==> src/hdl/cpfm_pkg.sv <==
`timescale 1ns / 1ps
// ----------------------------------------------------------------------------
// cpfm_pkg - shared definitions for the capture pair frequency meter
// Job format between front end and divider, register map and reset values.
// ----------------------------------------------------------------------------
package cpfm_pkg;

    // field widths
    localparam int CAP_W    = 16;
    localparam int FREQ_W   = 32;
    localparam int SLOT_W   = 5;
    localparam int LOGGED_W = 22;

    // log and queue sizing
    localparam int LOG_DEPTH_DEF = 32;
    localparam int QUEUE_DEPTH   = 2;

    // arithmetic constants
    localparam logic [CAP_W:0] WRAP_TOP  = 17'h0FFFF;
    localparam int             LOG_SHIFT = 5;  // times 33 is (p << 5) + p

    // configuration port
    localparam int              APB_ADDR_W        = 3;
    localparam int              APB_DATA_W        = 32;
    localparam logic            REG_TIMER_CLOCK   = 1'b0;
    localparam logic [FREQ_W-1:0] TIMER_CLOCK_RST = 32'd100000000;

    // one measured period waiting for its division
    typedef struct packed {
        logic [CAP_W-1:0]    period;
        logic                zero;
        logic                written;
        logic [SLOT_W-1:0]   slot;
        logic [LOGGED_W-1:0] logged;
    } job_t;

endpackage

==> src/hdl/cpfm_if.sv <==
`timescale 1ns / 1ps
// ----------------------------------------------------------------------------
// cpfm_if - valid/ready channels of the capture pair frequency meter
// Capture event channel and measurement result channel.
// ----------------------------------------------------------------------------
interface cpfm_in_if;
    logic                        valid;
    logic                        ready;
    logic                        on_measured_channel;
    logic [cpfm_pkg::CAP_W-1:0]  capture_value;

    modport source (output valid, on_measured_channel, capture_value, input ready);
    modport sink   (input valid, on_measured_channel, capture_value, output ready);
endinterface

interface cpfm_out_if;
    logic                           valid;
    logic                           ready;
    logic [cpfm_pkg::CAP_W-1:0]     period_ticks;
    logic [cpfm_pkg::FREQ_W-1:0]    frequency_hz;
    logic                           zero_period;
    logic                           log_written;
    logic [cpfm_pkg::SLOT_W-1:0]    log_slot;
    logic [cpfm_pkg::LOGGED_W-1:0]  logged_value;

    modport source (output valid, period_ticks, frequency_hz, zero_period, log_written,
                    log_slot, logged_value, input ready);
    modport sink   (input valid, period_ticks, frequency_hz, zero_period, log_written,
                    log_slot, logged_value, output ready);
endinterface

==> src/hdl/capture_pair_frequency_meter.sv <==
`timescale 1ns / 1ps
// ----------------------------------------------------------------------------
// capture_pair_frequency_meter - frequency meter from pairs of capture values
// Pairs measured captures, logs the scaled period, divides the timer clock
// by the period and returns one result transaction per pair.
// ----------------------------------------------------------------------------
// capture transactions are taken while the job queue has room
// a pair's job passes the queue, the 32 step divider and the output register
// a zero period skips the division steps on its way to the output register
// sustained rate is bounded by the divider, which takes one job at a time
// first captures and other-channel captures give no result
// reset clears pairing state, log fill count and queue, resets the timer clock
// register to its default; the period log contents are not cleared
module capture_pair_frequency_meter #(
    parameter int LOG_DEPTH = cpfm_pkg::LOG_DEPTH_DEF
) (
    input  logic                            clk,
    input  logic                            rst_n,
    cpfm_in_if.sink                         capture,
    cpfm_out_if.source                      result,
    input  logic                            psel,
    input  logic                            penable,
    input  logic                            pwrite,
    input  logic [cpfm_pkg::APB_ADDR_W-1:0] paddr,
    input  logic [cpfm_pkg::APB_DATA_W-1:0] pwdata,
    output logic [cpfm_pkg::APB_DATA_W-1:0] prdata,
    output logic                            pready
);

    logic [cpfm_pkg::FREQ_W-1:0] timer_clock_reg;
    logic                        reg_hit;
    logic                        push;
    logic                        full;
    logic                        pop;
    logic                        avail;
    cpfm_pkg::job_t              push_job;
    cpfm_pkg::job_t              pop_job;

    // configuration register
    assign pready  = 1'b1;
    assign reg_hit = (paddr[cpfm_pkg::APB_ADDR_W-1] == cpfm_pkg::REG_TIMER_CLOCK);
    assign prdata  = reg_hit ? timer_clock_reg : '0;

    always_ff @(posedge clk or negedge rst_n)
    begin
        if (!rst_n)
        begin
            timer_clock_reg <= cpfm_pkg::TIMER_CLOCK_RST;
        end
        else if (psel && penable && pwrite && pready && reg_hit)
        begin
            timer_clock_reg <= pwdata;
        end
    end

    // capture pairing and logging
    cpfm_front #(
        .LOG_DEPTH (LOG_DEPTH)
    ) u_front (
        .clk      (clk),
        .rst_n    (rst_n),
        .capture  (capture),
        .push     (push),
        .push_job (push_job),
        .full     (full)
    );

    // job queue
    cpfm_queue u_queue (
        .clk      (clk),
        .rst_n    (rst_n),
        .push     (push),
        .push_job (push_job),
        .full     (full),
        .pop      (pop),
        .avail    (avail),
        .pop_job  (pop_job)
    );

    // frequency division and result register
    cpfm_divider u_divider (
        .clk            (clk),
        .rst_n          (rst_n),
        .avail          (avail),
        .pop_job        (pop_job),
        .pop            (pop),
        .timer_clock_hz (timer_clock_reg),
        .result         (result)
    );

endmodule

==> src/hdl/cpfm_ram.sv <==
`timescale 1ns / 1ps
// ----------------------------------------------------------------------------
// cpfm_ram - generic single port write, registered read RAM
// One write and one read address per cycle.
// ----------------------------------------------------------------------------
module cpfm_ram #(
    parameter int WIDTH = 8,
    parameter int DEPTH = 16,
    localparam int AW = (DEPTH > 1) ? $clog2(DEPTH) : 1
) (
    input  logic             clk,
    input  logic             wr_en,
    input  logic [AW-1:0]    wr_addr,
    input  logic [WIDTH-1:0] wr_data,
    input  logic [AW-1:0]    rd_addr,
    output logic [WIDTH-1:0] rd_data
);

    logic [WIDTH-1:0] mem [DEPTH];

    // write port and registered read
    always_ff @(posedge clk)
    begin
        if (wr_en)
        begin
            mem[wr_addr] <= wr_data;
        end
        rd_data <= mem[rd_addr];
    end

endmodule

==> src/hdl/cpfm_front.sv <==
`timescale 1ns / 1ps
// ----------------------------------------------------------------------------
// cpfm_front - capture pairing and period logging
// Accepts capture transactions, pairs measured captures, computes the period,
// writes the scaled period into the log and hands a job to the queue.
// ----------------------------------------------------------------------------
module cpfm_front #(
    parameter int LOG_DEPTH = cpfm_pkg::LOG_DEPTH_DEF
) (
    input  logic           clk,
    input  logic           rst_n,
    cpfm_in_if.sink        capture,
    output logic           push,
    output cpfm_pkg::job_t push_job,
    input  logic           full
);

    localparam int CNT_W = $clog2(LOG_DEPTH + 1);
    localparam int IDX_W = (LOG_DEPTH > 1) ? $clog2(LOG_DEPTH) : 1;

    logic                          awaiting_reg, awaiting_next;
    logic [cpfm_pkg::CAP_W-1:0]    first_reg, first_next;
    logic [CNT_W-1:0]              count_reg, count_next;

    logic                          accept;
    logic                          measured;
    logic [cpfm_pkg::CAP_W-1:0]    diff;
    logic [cpfm_pkg::CAP_W:0]      wrap;
    logic [cpfm_pkg::CAP_W-1:0]    period;
    logic [cpfm_pkg::LOGGED_W-1:0] logged;
    logic                          log_room;
    logic [31:0]                   count_ext;

    assign capture.ready = !full;
    assign accept        = capture.valid && capture.ready;
    assign measured      = accept && capture.on_measured_channel;

    // period of the pair, wrap formula when the second is not greater
    assign diff   = capture.capture_value - first_reg;
    assign wrap   = cpfm_pkg::WRAP_TOP - {1'b0, first_reg} + {1'b0, capture.capture_value};
    assign period = (capture.capture_value > first_reg) ? diff : wrap[cpfm_pkg::CAP_W-1:0];

    // period times 33
    assign logged = ({6'd0, period} << cpfm_pkg::LOG_SHIFT) + {6'd0, period};

    assign log_room  = count_reg < CNT_W'(LOG_DEPTH);
    assign count_ext = 32'(count_reg);

    // job for the divider
    always_comb
    begin
        push_job.period  = period;
        push_job.zero    = (period == '0);
        push_job.written = log_room;
        push_job.slot    = log_room ? count_ext[cpfm_pkg::SLOT_W-1:0] : '0;
        push_job.logged  = logged;
    end

    assign push = measured && awaiting_reg;

    // pairing and log fill state
    always_comb
    begin
        awaiting_next = awaiting_reg;
        first_next    = first_reg;
        count_next    = count_reg;
        if (measured)
        begin
            awaiting_next = !awaiting_reg;
            if (!awaiting_reg)
            begin
                first_next = capture.capture_value;
            end
            else if (log_room)
            begin
                count_next = count_reg + CNT_W'(1);
            end
        end
    end

    always_ff @(posedge clk or negedge rst_n)
    begin
        if (!rst_n)
        begin
            awaiting_reg <= 1'b0;
            first_reg    <= '0;
            count_reg    <= '0;
        end
        else
        begin
            awaiting_reg <= awaiting_next;
            first_reg    <= first_next;
            count_reg    <= count_next;
        end
    end

    // period log
    cpfm_ram #(
        .WIDTH (cpfm_pkg::LOGGED_W),
        .DEPTH (LOG_DEPTH)
    ) u_log (
        .clk     (clk),
        .wr_en   (push && log_room),
        .wr_addr (count_reg[IDX_W-1:0]),
        .wr_data (logged),
        .rd_addr (count_reg[IDX_W-1:0]),
        .rd_data ()
    );

endmodule

==> src/hdl/cpfm_queue.sv <==
`timescale 1ns / 1ps
// ----------------------------------------------------------------------------
// cpfm_queue - short job queue between front end and divider
// Small register FIFO so pairing and division can stall independently.
// ----------------------------------------------------------------------------
module cpfm_queue (
    input  logic           clk,
    input  logic           rst_n,
    input  logic           push,
    input  cpfm_pkg::job_t push_job,
    output logic           full,
    input  logic           pop,
    output logic           avail,
    output cpfm_pkg::job_t pop_job
);

    localparam int DEPTH = cpfm_pkg::QUEUE_DEPTH;
    localparam int PTR_W = (DEPTH > 1) ? $clog2(DEPTH) : 1;
    localparam int CNT_W = $clog2(DEPTH + 1);

    cpfm_pkg::job_t   slots_reg [DEPTH];
    logic [PTR_W-1:0] wr_ptr_reg, wr_ptr_next;
    logic [PTR_W-1:0] rd_ptr_reg, rd_ptr_next;
    logic [CNT_W-1:0] count_reg, count_next;
    logic             do_push, do_pop;

    assign full    = (count_reg == CNT_W'(DEPTH));
    assign avail   = (count_reg != '0);
    assign pop_job = slots_reg[rd_ptr_reg];
    assign do_push = push && !full;
    assign do_pop  = pop && avail;

    // pointer and fill count update
    always_comb
    begin
        wr_ptr_next = wr_ptr_reg;
        rd_ptr_next = rd_ptr_reg;
        count_next  = count_reg;
        if (do_push)
        begin
            wr_ptr_next = (wr_ptr_reg == PTR_W'(DEPTH - 1)) ? '0 : wr_ptr_reg + PTR_W'(1);
        end
        if (do_pop)
        begin
            rd_ptr_next = (rd_ptr_reg == PTR_W'(DEPTH - 1)) ? '0 : rd_ptr_reg + PTR_W'(1);
        end
        if (do_push && !do_pop)
        begin
            count_next = count_reg + CNT_W'(1);
        end
        else if (do_pop && !do_push)
        begin
            count_next = count_reg - CNT_W'(1);
        end
    end

    always_ff @(posedge clk or negedge rst_n)
    begin
        if (!rst_n)
        begin
            wr_ptr_reg <= '0;
            rd_ptr_reg <= '0;
            count_reg  <= '0;
        end
        else
        begin
            wr_ptr_reg <= wr_ptr_next;
            rd_ptr_reg <= rd_ptr_next;
            count_reg  <= count_next;
        end
    end

    // entry storage
    always_ff @(posedge clk)
    begin
        if (do_push)
        begin
            slots_reg[wr_ptr_reg] <= push_job;
        end
    end

endmodule

==> src/hdl/cpfm_divider.sv <==
`timescale 1ns / 1ps
// ----------------------------------------------------------------------------
// cpfm_divider - frequency computation and result register
// Restoring division of the timer clock by the period, one quotient bit per
// cycle, then the result transaction is held in an output register.
// ----------------------------------------------------------------------------
module cpfm_divider (
    input  logic                        clk,
    input  logic                        rst_n,
    input  logic                        avail,
    input  cpfm_pkg::job_t              pop_job,
    output logic                        pop,
    input  logic [cpfm_pkg::FREQ_W-1:0] timer_clock_hz,
    cpfm_out_if.source                  result
);

    localparam int STEP_W = $clog2(cpfm_pkg::FREQ_W);

    typedef enum logic [1:0] {
        ST_IDLE,
        ST_DIV,
        ST_DONE
    } state_t;

    state_t                      state_reg;
    cpfm_pkg::job_t              job_reg;
    logic [cpfm_pkg::FREQ_W-1:0] dq_reg;
    logic [cpfm_pkg::CAP_W-1:0]  rem_reg;
    logic [STEP_W-1:0]           step_reg;
    logic                        out_valid_reg;
    cpfm_pkg::job_t              out_job_reg;
    logic [cpfm_pkg::FREQ_W-1:0] out_freq_reg;

    logic [cpfm_pkg::CAP_W:0]    trial;
    logic [cpfm_pkg::CAP_W:0]    trial_diff;
    logic                        q_bit;
    logic                        out_free;

    // one restoring division step
    assign trial      = {rem_reg, dq_reg[cpfm_pkg::FREQ_W-1]};
    assign trial_diff = trial - {1'b0, job_reg.period};
    assign q_bit      = (trial >= {1'b0, job_reg.period});

    assign out_free = !out_valid_reg || result.ready;
    assign pop      = (state_reg == ST_IDLE) && avail;

    // sequencer and output register
    always_ff @(posedge clk or negedge rst_n)
    begin
        if (!rst_n)
        begin
            state_reg     <= ST_IDLE;
            job_reg       <= '0;
            dq_reg        <= '0;
            rem_reg       <= '0;
            step_reg      <= '0;
            out_valid_reg <= 1'b0;
            out_job_reg   <= '0;
            out_freq_reg  <= '0;
        end
        else
        begin
            // output drained, unless a new result is loaded this cycle
            if (out_valid_reg && result.ready && (state_reg != ST_DONE))
            begin
                out_valid_reg <= 1'b0;
            end
            case (state_reg)
                ST_IDLE:
                begin
                    if (avail)
                    begin
                        job_reg  <= pop_job;
                        rem_reg  <= '0;
                        step_reg <= '0;
                        if (pop_job.zero)
                        begin
                            dq_reg    <= '0;
                            state_reg <= ST_DONE;
                        end
                        else
                        begin
                            dq_reg    <= timer_clock_hz;
                            state_reg <= ST_DIV;
                        end
                    end
                end
                ST_DIV:
                begin
                    dq_reg   <= {dq_reg[cpfm_pkg::FREQ_W-2:0], q_bit};
                    rem_reg  <= q_bit ? trial_diff[cpfm_pkg::CAP_W-1:0]
                                      : trial[cpfm_pkg::CAP_W-1:0];
                    step_reg <= step_reg + STEP_W'(1);
                    if (step_reg == STEP_W'(cpfm_pkg::FREQ_W - 1))
                    begin
                        state_reg <= ST_DONE;
                    end
                end
                ST_DONE:
                begin
                    if (out_free)
                    begin
                        out_valid_reg <= 1'b1;
                        out_job_reg   <= job_reg;
                        out_freq_reg  <= dq_reg;
                        state_reg     <= ST_IDLE;
                    end
                end
                default:
                begin
                    state_reg <= ST_IDLE;
                end
            endcase
        end
    end

    // result transaction
    assign result.valid        = out_valid_reg;
    assign result.period_ticks = out_job_reg.period;
    assign result.frequency_hz = out_freq_reg;
    assign result.zero_period  = out_job_reg.zero;
    assign result.log_written  = out_job_reg.written;
    assign result.log_slot     = out_job_reg.slot;
    assign result.logged_value = out_job_reg.logged;

endmodule

==> src/flat_wrapper.sv <==
// flat-port wrapper written by rule: the top's interface ports become plain ports
module capture_pair_frequency_meter_flat 
#(
    parameter int LOG_DEPTH = cpfm_pkg::LOG_DEPTH_DEF
)
  (clk, rst_n, psel, penable, pwrite, paddr, pwdata, prdata, pready, capture_valid, capture_on_measured_channel, capture_capture_value, capture_ready, result_valid, result_period_ticks, result_frequency_hz, result_zero_period, result_log_written, result_log_slot, result_logged_value, result_ready);
  cpfm_in_if capture_i ();
  cpfm_out_if result_i ();
  input  logic clk;
  input  logic rst_n;
  input  logic psel;
  input  logic penable;
  input  logic pwrite;
  input  logic [cpfm_pkg::APB_ADDR_W-1:0] paddr;
  input  logic [cpfm_pkg::APB_DATA_W-1:0] pwdata;
  output logic [cpfm_pkg::APB_DATA_W-1:0] prdata;
  output logic pready;
  input wire logic [$bits(capture_i.valid)-1:0] capture_valid;
  input wire logic [$bits(capture_i.on_measured_channel)-1:0] capture_on_measured_channel;
  input wire logic [$bits(capture_i.capture_value)-1:0] capture_capture_value;
  output wire logic [$bits(capture_i.ready)-1:0] capture_ready;
  output wire logic [$bits(result_i.valid)-1:0] result_valid;
  output wire logic [$bits(result_i.period_ticks)-1:0] result_period_ticks;
  output wire logic [$bits(result_i.frequency_hz)-1:0] result_frequency_hz;
  output wire logic [$bits(result_i.zero_period)-1:0] result_zero_period;
  output wire logic [$bits(result_i.log_written)-1:0] result_log_written;
  output wire logic [$bits(result_i.log_slot)-1:0] result_log_slot;
  output wire logic [$bits(result_i.logged_value)-1:0] result_logged_value;
  input wire logic [$bits(result_i.ready)-1:0] result_ready;
  assign capture_i.valid = capture_valid;
  assign capture_i.on_measured_channel = capture_on_measured_channel;
  assign capture_i.capture_value = capture_capture_value;
  assign capture_ready = capture_i.ready;
  assign result_valid = result_i.valid;
  assign result_period_ticks = result_i.period_ticks;
  assign result_frequency_hz = result_i.frequency_hz;
  assign result_zero_period = result_i.zero_period;
  assign result_log_written = result_i.log_written;
  assign result_log_slot = result_i.log_slot;
  assign result_logged_value = result_i.logged_value;
  assign result_i.ready = result_ready;
  capture_pair_frequency_meter #(.LOG_DEPTH(LOG_DEPTH)) u_core (.clk(clk), .rst_n(rst_n), .capture(capture_i), .result(result_i), .psel(psel), .penable(penable), .pwrite(pwrite), .paddr(paddr), .pwdata(pwdata), .prdata(prdata), .pready(pready));
endmodule
==> config.mk <==
export PLATFORM = sky130hd
export DESIGN_NAME = capture_pair_frequency_meter_flat
export DESIGN_NICKNAME = d
export VERILOG_FILES = /design/src/hdl/cpfm_pkg.sv /design/src/hdl/cpfm_if.sv /design/src/hdl/capture_pair_frequency_meter.sv /design/src/hdl/cpfm_ram.sv /design/src/hdl/cpfm_front.sv /design/src/hdl/cpfm_queue.sv /design/src/hdl/cpfm_divider.sv /design/src/flat_wrapper.sv
export SDC_FILE = /design/constraint.sdc
export NUM_CORES = 1
export LEC_CHECK = 0
export BUFFER_PORTS_ARGS = -buffer_cell sky130_fd_sc_hd__clkbuf_2
export CAP_MARGIN = 20
export CORE_UTILIZATION = 40
export DETAILED_ROUTE_END_ITERATION = 6
export SLEW_MARGIN = 30
export SYNTH_ARGS = -nofsm -noshare
export SYNTH_HDL_FRONTEND = slang
export SYNTH_SLANG_ARGS = --single-unit
==> constraint.sdc <==
create_clock -name clk -period 5 [get_ports clk]
set_input_delay 0.5 -clock clk [delete_from_list [all_inputs] [get_ports clk]]
set_output_delay 0.5 -clock clk [all_outputs]
set_load 0.02 [all_outputs]
; After elaboration in Yosys (flattened, before gate mapping)
; Memories as Yosys holds them, arrays and structs flattened.
; Cells that the tools add are included.
[totals]
mem_bits_rw = 90
reg_bits = 237
n_memories = 1
output_inout_bits = 112
latch_bits = 0
rom_bits = 0
inputBits = 59
wordCells = 103
[classes]
reduce_logical = 30
div_mod_pow = 0
muxes = 25
eq_ne = 8
n_lt_le_gt_ge = 3
addsub = 11
n_shift = 0
n_mul = 0
n_bitwise = 2
[memory_table]
columns = name, words, width, read_ports, rd_clocked_by_memory_dff, write_ports, line
row1 = u_core.u_queue.slots_reg, 2, 45, 1, 0, 1, cpfm_queue.sv:21  ; cpfm_pkg::job_t slots_reg [DEPTH];
[ops]
columns = op, n
row1 = $mux 32, 3
row2 = $pmux 32 s2, 1
row3 = $mux 16, 3
row4 = $pmux 16 s2, 1
row5 = $sub 16x16->16, 2
row6 = $add 21x16->22, 1
row7 = $ge 17x16->1, 1
row8 = $add 16x16->16, 1
row9 = $gt 16x16->1, 1
row10 = $logic_not 16->1, 1
row11 = $sub 16x16->16 const A, 1
row12 = $logic_and 1x1->1, 13
row13 = $mux 2, 6
row14 = $mux 5, 2
row15 = $pmux 5 s2, 1
row16 = $ne 2x2->1 const B, 4
row17 = $reduce_and 2->1, 4
row18 = $mux 1, 7
row19 = $add 6x1->6 const B, 1
row20 = $lt 6x6->1 const B, 1
row21 = $pmux 2 s3, 1
row22 = $reduce_and 3->1, 2
row23 = $reduce_bool 2->1, 3
row24 = $add 5x1->5 const B, 1
row25 = other kinds (10), 17

; Longest topological paths before layout
[depth]
word_depth = 10
mapped_depth = 22
depth_no_buf = 22

; Modules after synthesis
; A second synthesis with hierarchy kept.
[unflattened]
hier_cells = 1346
hier_area_um2 = 15875.2
[modules_own_cells]
columns = module, area_per_inst_um2, n_inst, seq_area_each_um2, cells_per_inst
row1 = cpfm_divider, 7772.5, 1, 4454.3, 733
row2 = cpfm_queue, 3647.2, 1, 2802.7, 159
row3 = cpfm_front, 2886.5, 1, 575.6, 349
row4 = capture_pair_frequency_meter, 1569.0, 1, 815.8, 105

; Worst setup path after synthesis
; OpenSTA, ideal clock, no wires.
[synth_timing]
path_type = input to register
from = input capture_capture_value[12]
to = memory u_core.u_queue.slots_reg[0][19] (netlist bit) (data pin)
path_buffers = 1
setup_slack_ns = 0.559
cell_stages = 18
t_arrival_ns = 4.163
t_required_ns = 4.721
setup_ns = 0.279
path_cell_list = ha_1 clkbuf_2 nand4_1 or4_4 nand2_2 o211ai_2 o2111ai_1 or4b_2 o211ai_1 inv_1 ha_1 nand2_1 and3b_2 mux2i_1 a32oi_1 o31ai_1 nor2_1 xor2_1
[synth_lines]
columns = item, line
row1 = from (decl), flat_wrapper.sv:20  ; input wire logic [$bits(capture_i.capture_value)-1:0] capture_capture_value;
row2 = to (decl), cpfm_queue.sv:21

==> metrics.cfg <==
[clock_network]
htreeDepth = 2
clock_buffers_created_by_tritoncts = 35
clock_pin_slew_on_the_worst_setup_and_hold_paths_ns = 0.06
numClockSinks = 307
cts_tree = yes
cts_max_path_buffers = 3
clk-insertion-delay-late_ns = 0.51
postCtsSetupBuffers = 0
cts_root_buffer = clkbuf_16

[floorplanning]
die_w_um = 192
floorplan.initialDensity = 0.406
die_height_um = 192
core_um2 = 35600
ports = 171
die-area_um2 = 36800
placement_rows = 69

[setup_path]
critPathArrivalTime_ns = 4.87
critical_path.top_delay_family = compound AO/OA/AOI/OAI gates
crit_buf_inv = 1
cp.required_ns = 5.24
critPathCaptureType = flop
worst-r2r-setup-slack_ns = 0.36
slowest_stage = or4_4
timing_worst_setup_path_type = reg2reg
worst_setup_path_start_kind = flop
worst_path_largest_cell_delay_ns = 0.58
peak_fanout_along_the_critical_path = 5
cell_breakdown_of_the_critical_path = inv_1 -> ha_1 -> nand4_2 -> or4_4 -> a31oi_1 -> o21ai_0 -> o21ai_0 -> nor2b_1 -> o21bai_1 -> a21oi_1 -> xnor2_2 -> ha_1 -> or2_2 -> a31oi_1 -> a211oi_1 -> o2111ai_1 -> a31oi_1 -> o21ai_0 -> xnor2_1
setup.worst_path.start = u_core.u_front.first_reg[11]$_DFFE_PN0P_
crit_reg_reg_startpoint = u_core.u_front.first_reg[11]$_DFFE_PN0P_

[timing]
rsz0062_at_grt = false
final.period_utilization = 0.927
fin_worst_skew_ns = 0.0234
final-hold-violation-count = 0
report.final.setup_viol = 0
slew_headroom = 0.437
whs_ns = 0.220
finalMaxSlewViolations = 0
max_slew.worst_pin.slew_ns = 0.843
max_freq_mhz = 216
finalCriticalPeriod_ns = 4.64
post_route_setup_tns_ns = 0

[drt]
average_wire_per_standard_cell_um = 16.3
ant_nets_after_route = 0
number_of_design_rule_violations_left_by_the_first_detailed_router_iteration = 440
drc_errors = 0
post_drt_via_cell_ratio = 5.06
firstDrtPassIters = 5
route.final.wire_length_mm = 32.0
route.vias.total = 9966

[synthesis]
biggest_area_contributors_in_the_synthesized_netlist = dfrtp_1 (37%), edfxtp_1 (17%), mux2_2 (6.9%)
synth-warning-count = 0
synthDominantCellAreaShare = 0.373
synth_top_cell_by_area = dfrtp_1
synth_cells = 1283
synth-seq-cells = 307
yosysSeqAreaShare = 0.561
yosys.cell_count.top_type = dfrtp_1
count_of_flip_flops_with_a_built_in_enable_after_synthesis = 80
syn_nets = 1392
synth_area_per_cell_um2 = 11.2
yosys_most_used_dff = dfrtp_1
synth_area_um2 = 14400
synth_cell_types = 69
synth.top_cells.by_count = dfrtp_1 (215), nand2_1 (123), o21ai_0 (107), nor2_1 (101), mux2_2 (89)
ys_async_sr_fraction = 0.739

[layout]
multi_input_gate_area_um2 = 5880
layout.filler_cells = 3297
largest_register_ffs = 80
layout-area-overhead-vs-synth_pct = 19.3
layout-drive-gt1-share = 0.273
net_count_of_the_finished_layout = 1592
insertedDiodeCount = 0
area.sequential_um2 = 8100

[place]
place.gp.congestion = 0.847
port_buffers = 167
hpwl_mm = 22.4

[global_routing]
grt.overflow.total = 0
grt_start_max_net_pins = 121
first_global_vias = 9859
number_of_antenna_violations_at_the_first_check_in_global_routing = 0
grt_use_total = 0.177
global_route_wire_length_before_repair_mm = 51.8

[pwr]
p_leak_uw = 0.00782
peakVddDrop_uv = 446
p_per_area_nw_per_um2 = 837

[status]
status = completed

[min_path]
worstHoldPathType = in2reg
source_of_the_worst_hold_timing_path = capture_capture_value[10]

[job]
timing.max_cap.violations = 0

## repair_timing
item                                   CTS  global route
setup endpoints to repair                0             6
hold buffers                             0             1
endpoints found under the hold margin    0            47
resized for setup                        0             2
## layout by cell type, fill, tap and decap left out, types with 12 or more instances in the layout
| cell | Yosys | final |
|---|---|---|
| xor2_1 | 15 | 15 |
| nor2b_1 | 43 | 42 |
| nor2_1 | 101 | 99 |
| buf_4 | 7 | 56 |
| nand2_1 | 123 | 123 |
| mux2_2 | 89 | 89 |
| ha_1 | 47 | 47 |
| clkbuf_2 | 1 | 166 |
| xnor2_1 | 36 | 35 |
| o21ai_0 | 107 | 107 |
| dfrtp_1 | 215 | 214 |
| edfxtp_1 | 80 | 80 |
| mux2i_1 | 53 | 52 |
| nor3_1 | 38 | 38 |
| inv_1 | 58 | 57 |
| clkbuf_16 | 0 | 36 |
| dfstp_2 | 12 | 12 |
| a21oi_1 | 65 | 65 |
| a21o_1 | 12 | 12 |
## layout make-up
cell class,instances,area share
clock buffers,48,0.0579
clock inverters,14,0.00509
inverters,58,0.0128
multi-input cells,854,0.342
flip-flops and latches,307,0.471
well taps,461,0.0335
repair buffers,227,0.0785
## worst min-delay path, delay by kind of cell
kind / cells / cell delay (ns)
compound gates: 1 / 0.05
simple gates: 1 / 0.04
buf+inv: 1 / 0.09
## layer usage
layer  track usage  share of wire
met2         0.301           0.49
met1         0.232           0.46
met3        0.0270          0.038
met5             0              0
met4        0.0528          0.021
## per-stage QoR
step           cells   util  worst slack, ns  instance area [um^2]  total power, uW
2_1_floorplan   1283      -            0.559                 14400             9520
3_3_place_gp    1904  0.451            0.118                 16000            11900
3_5_place_dp    1905  0.452           0.0634                 16100            12100
4_1_cts         1967  0.482            0.261                 17200            14500
5_1_grt         1969  0.484          0.00950                 17200            15500
6_report        1969  0.484            0.363                 17200            14400
## worst paths after layout
kind,end,cells past startpoint
max,u_core.u_queue.slots_reg[1][18]$_DFFE_PP_,19
min,u_core.u_front.first_reg[10]$_DFFE_PN0P_,3
max in group asynchronous,u_core.u_queue.rd_ptr_reg$_DFFE_PN0P_,4
min in group asynchronous,u_core.u_divider.rem_reg[8]$_DFFE_PN0P_,2
min reg2reg,u_core.u_divider.result.period_ticks[10]$_DFFE_PN0P_,2
max reg2reg,u_core.u_queue.slots_reg[1][18]$_DFFE_PP_,19
## kinds of logic after synthesis
kind of cell               after synthesis  share of synthesized area
AOI/OAI and AO/OA                      244                      0.101
xor gates and xnor gates                51                     0.0310
adders and majority gates               51                     0.0456
buffers and inverters                  122                     0.0357
DFF                                    307                      0.561
muxes                                  142                      0.106
other                                    1                   0.000260
and+or+nand+nor                        365                      0.119
## report_power, final
group / internal, uW / leakage, uW / switching, uW / total (uW)
clock: 1400 / 0.000539 / 1000 / 2410
sequential: 4020 / 0.00347 / 554 / 4580
combinational: 3130 / 0.00381 / 4290 / 7430
(Power assumes the default switching activity.)
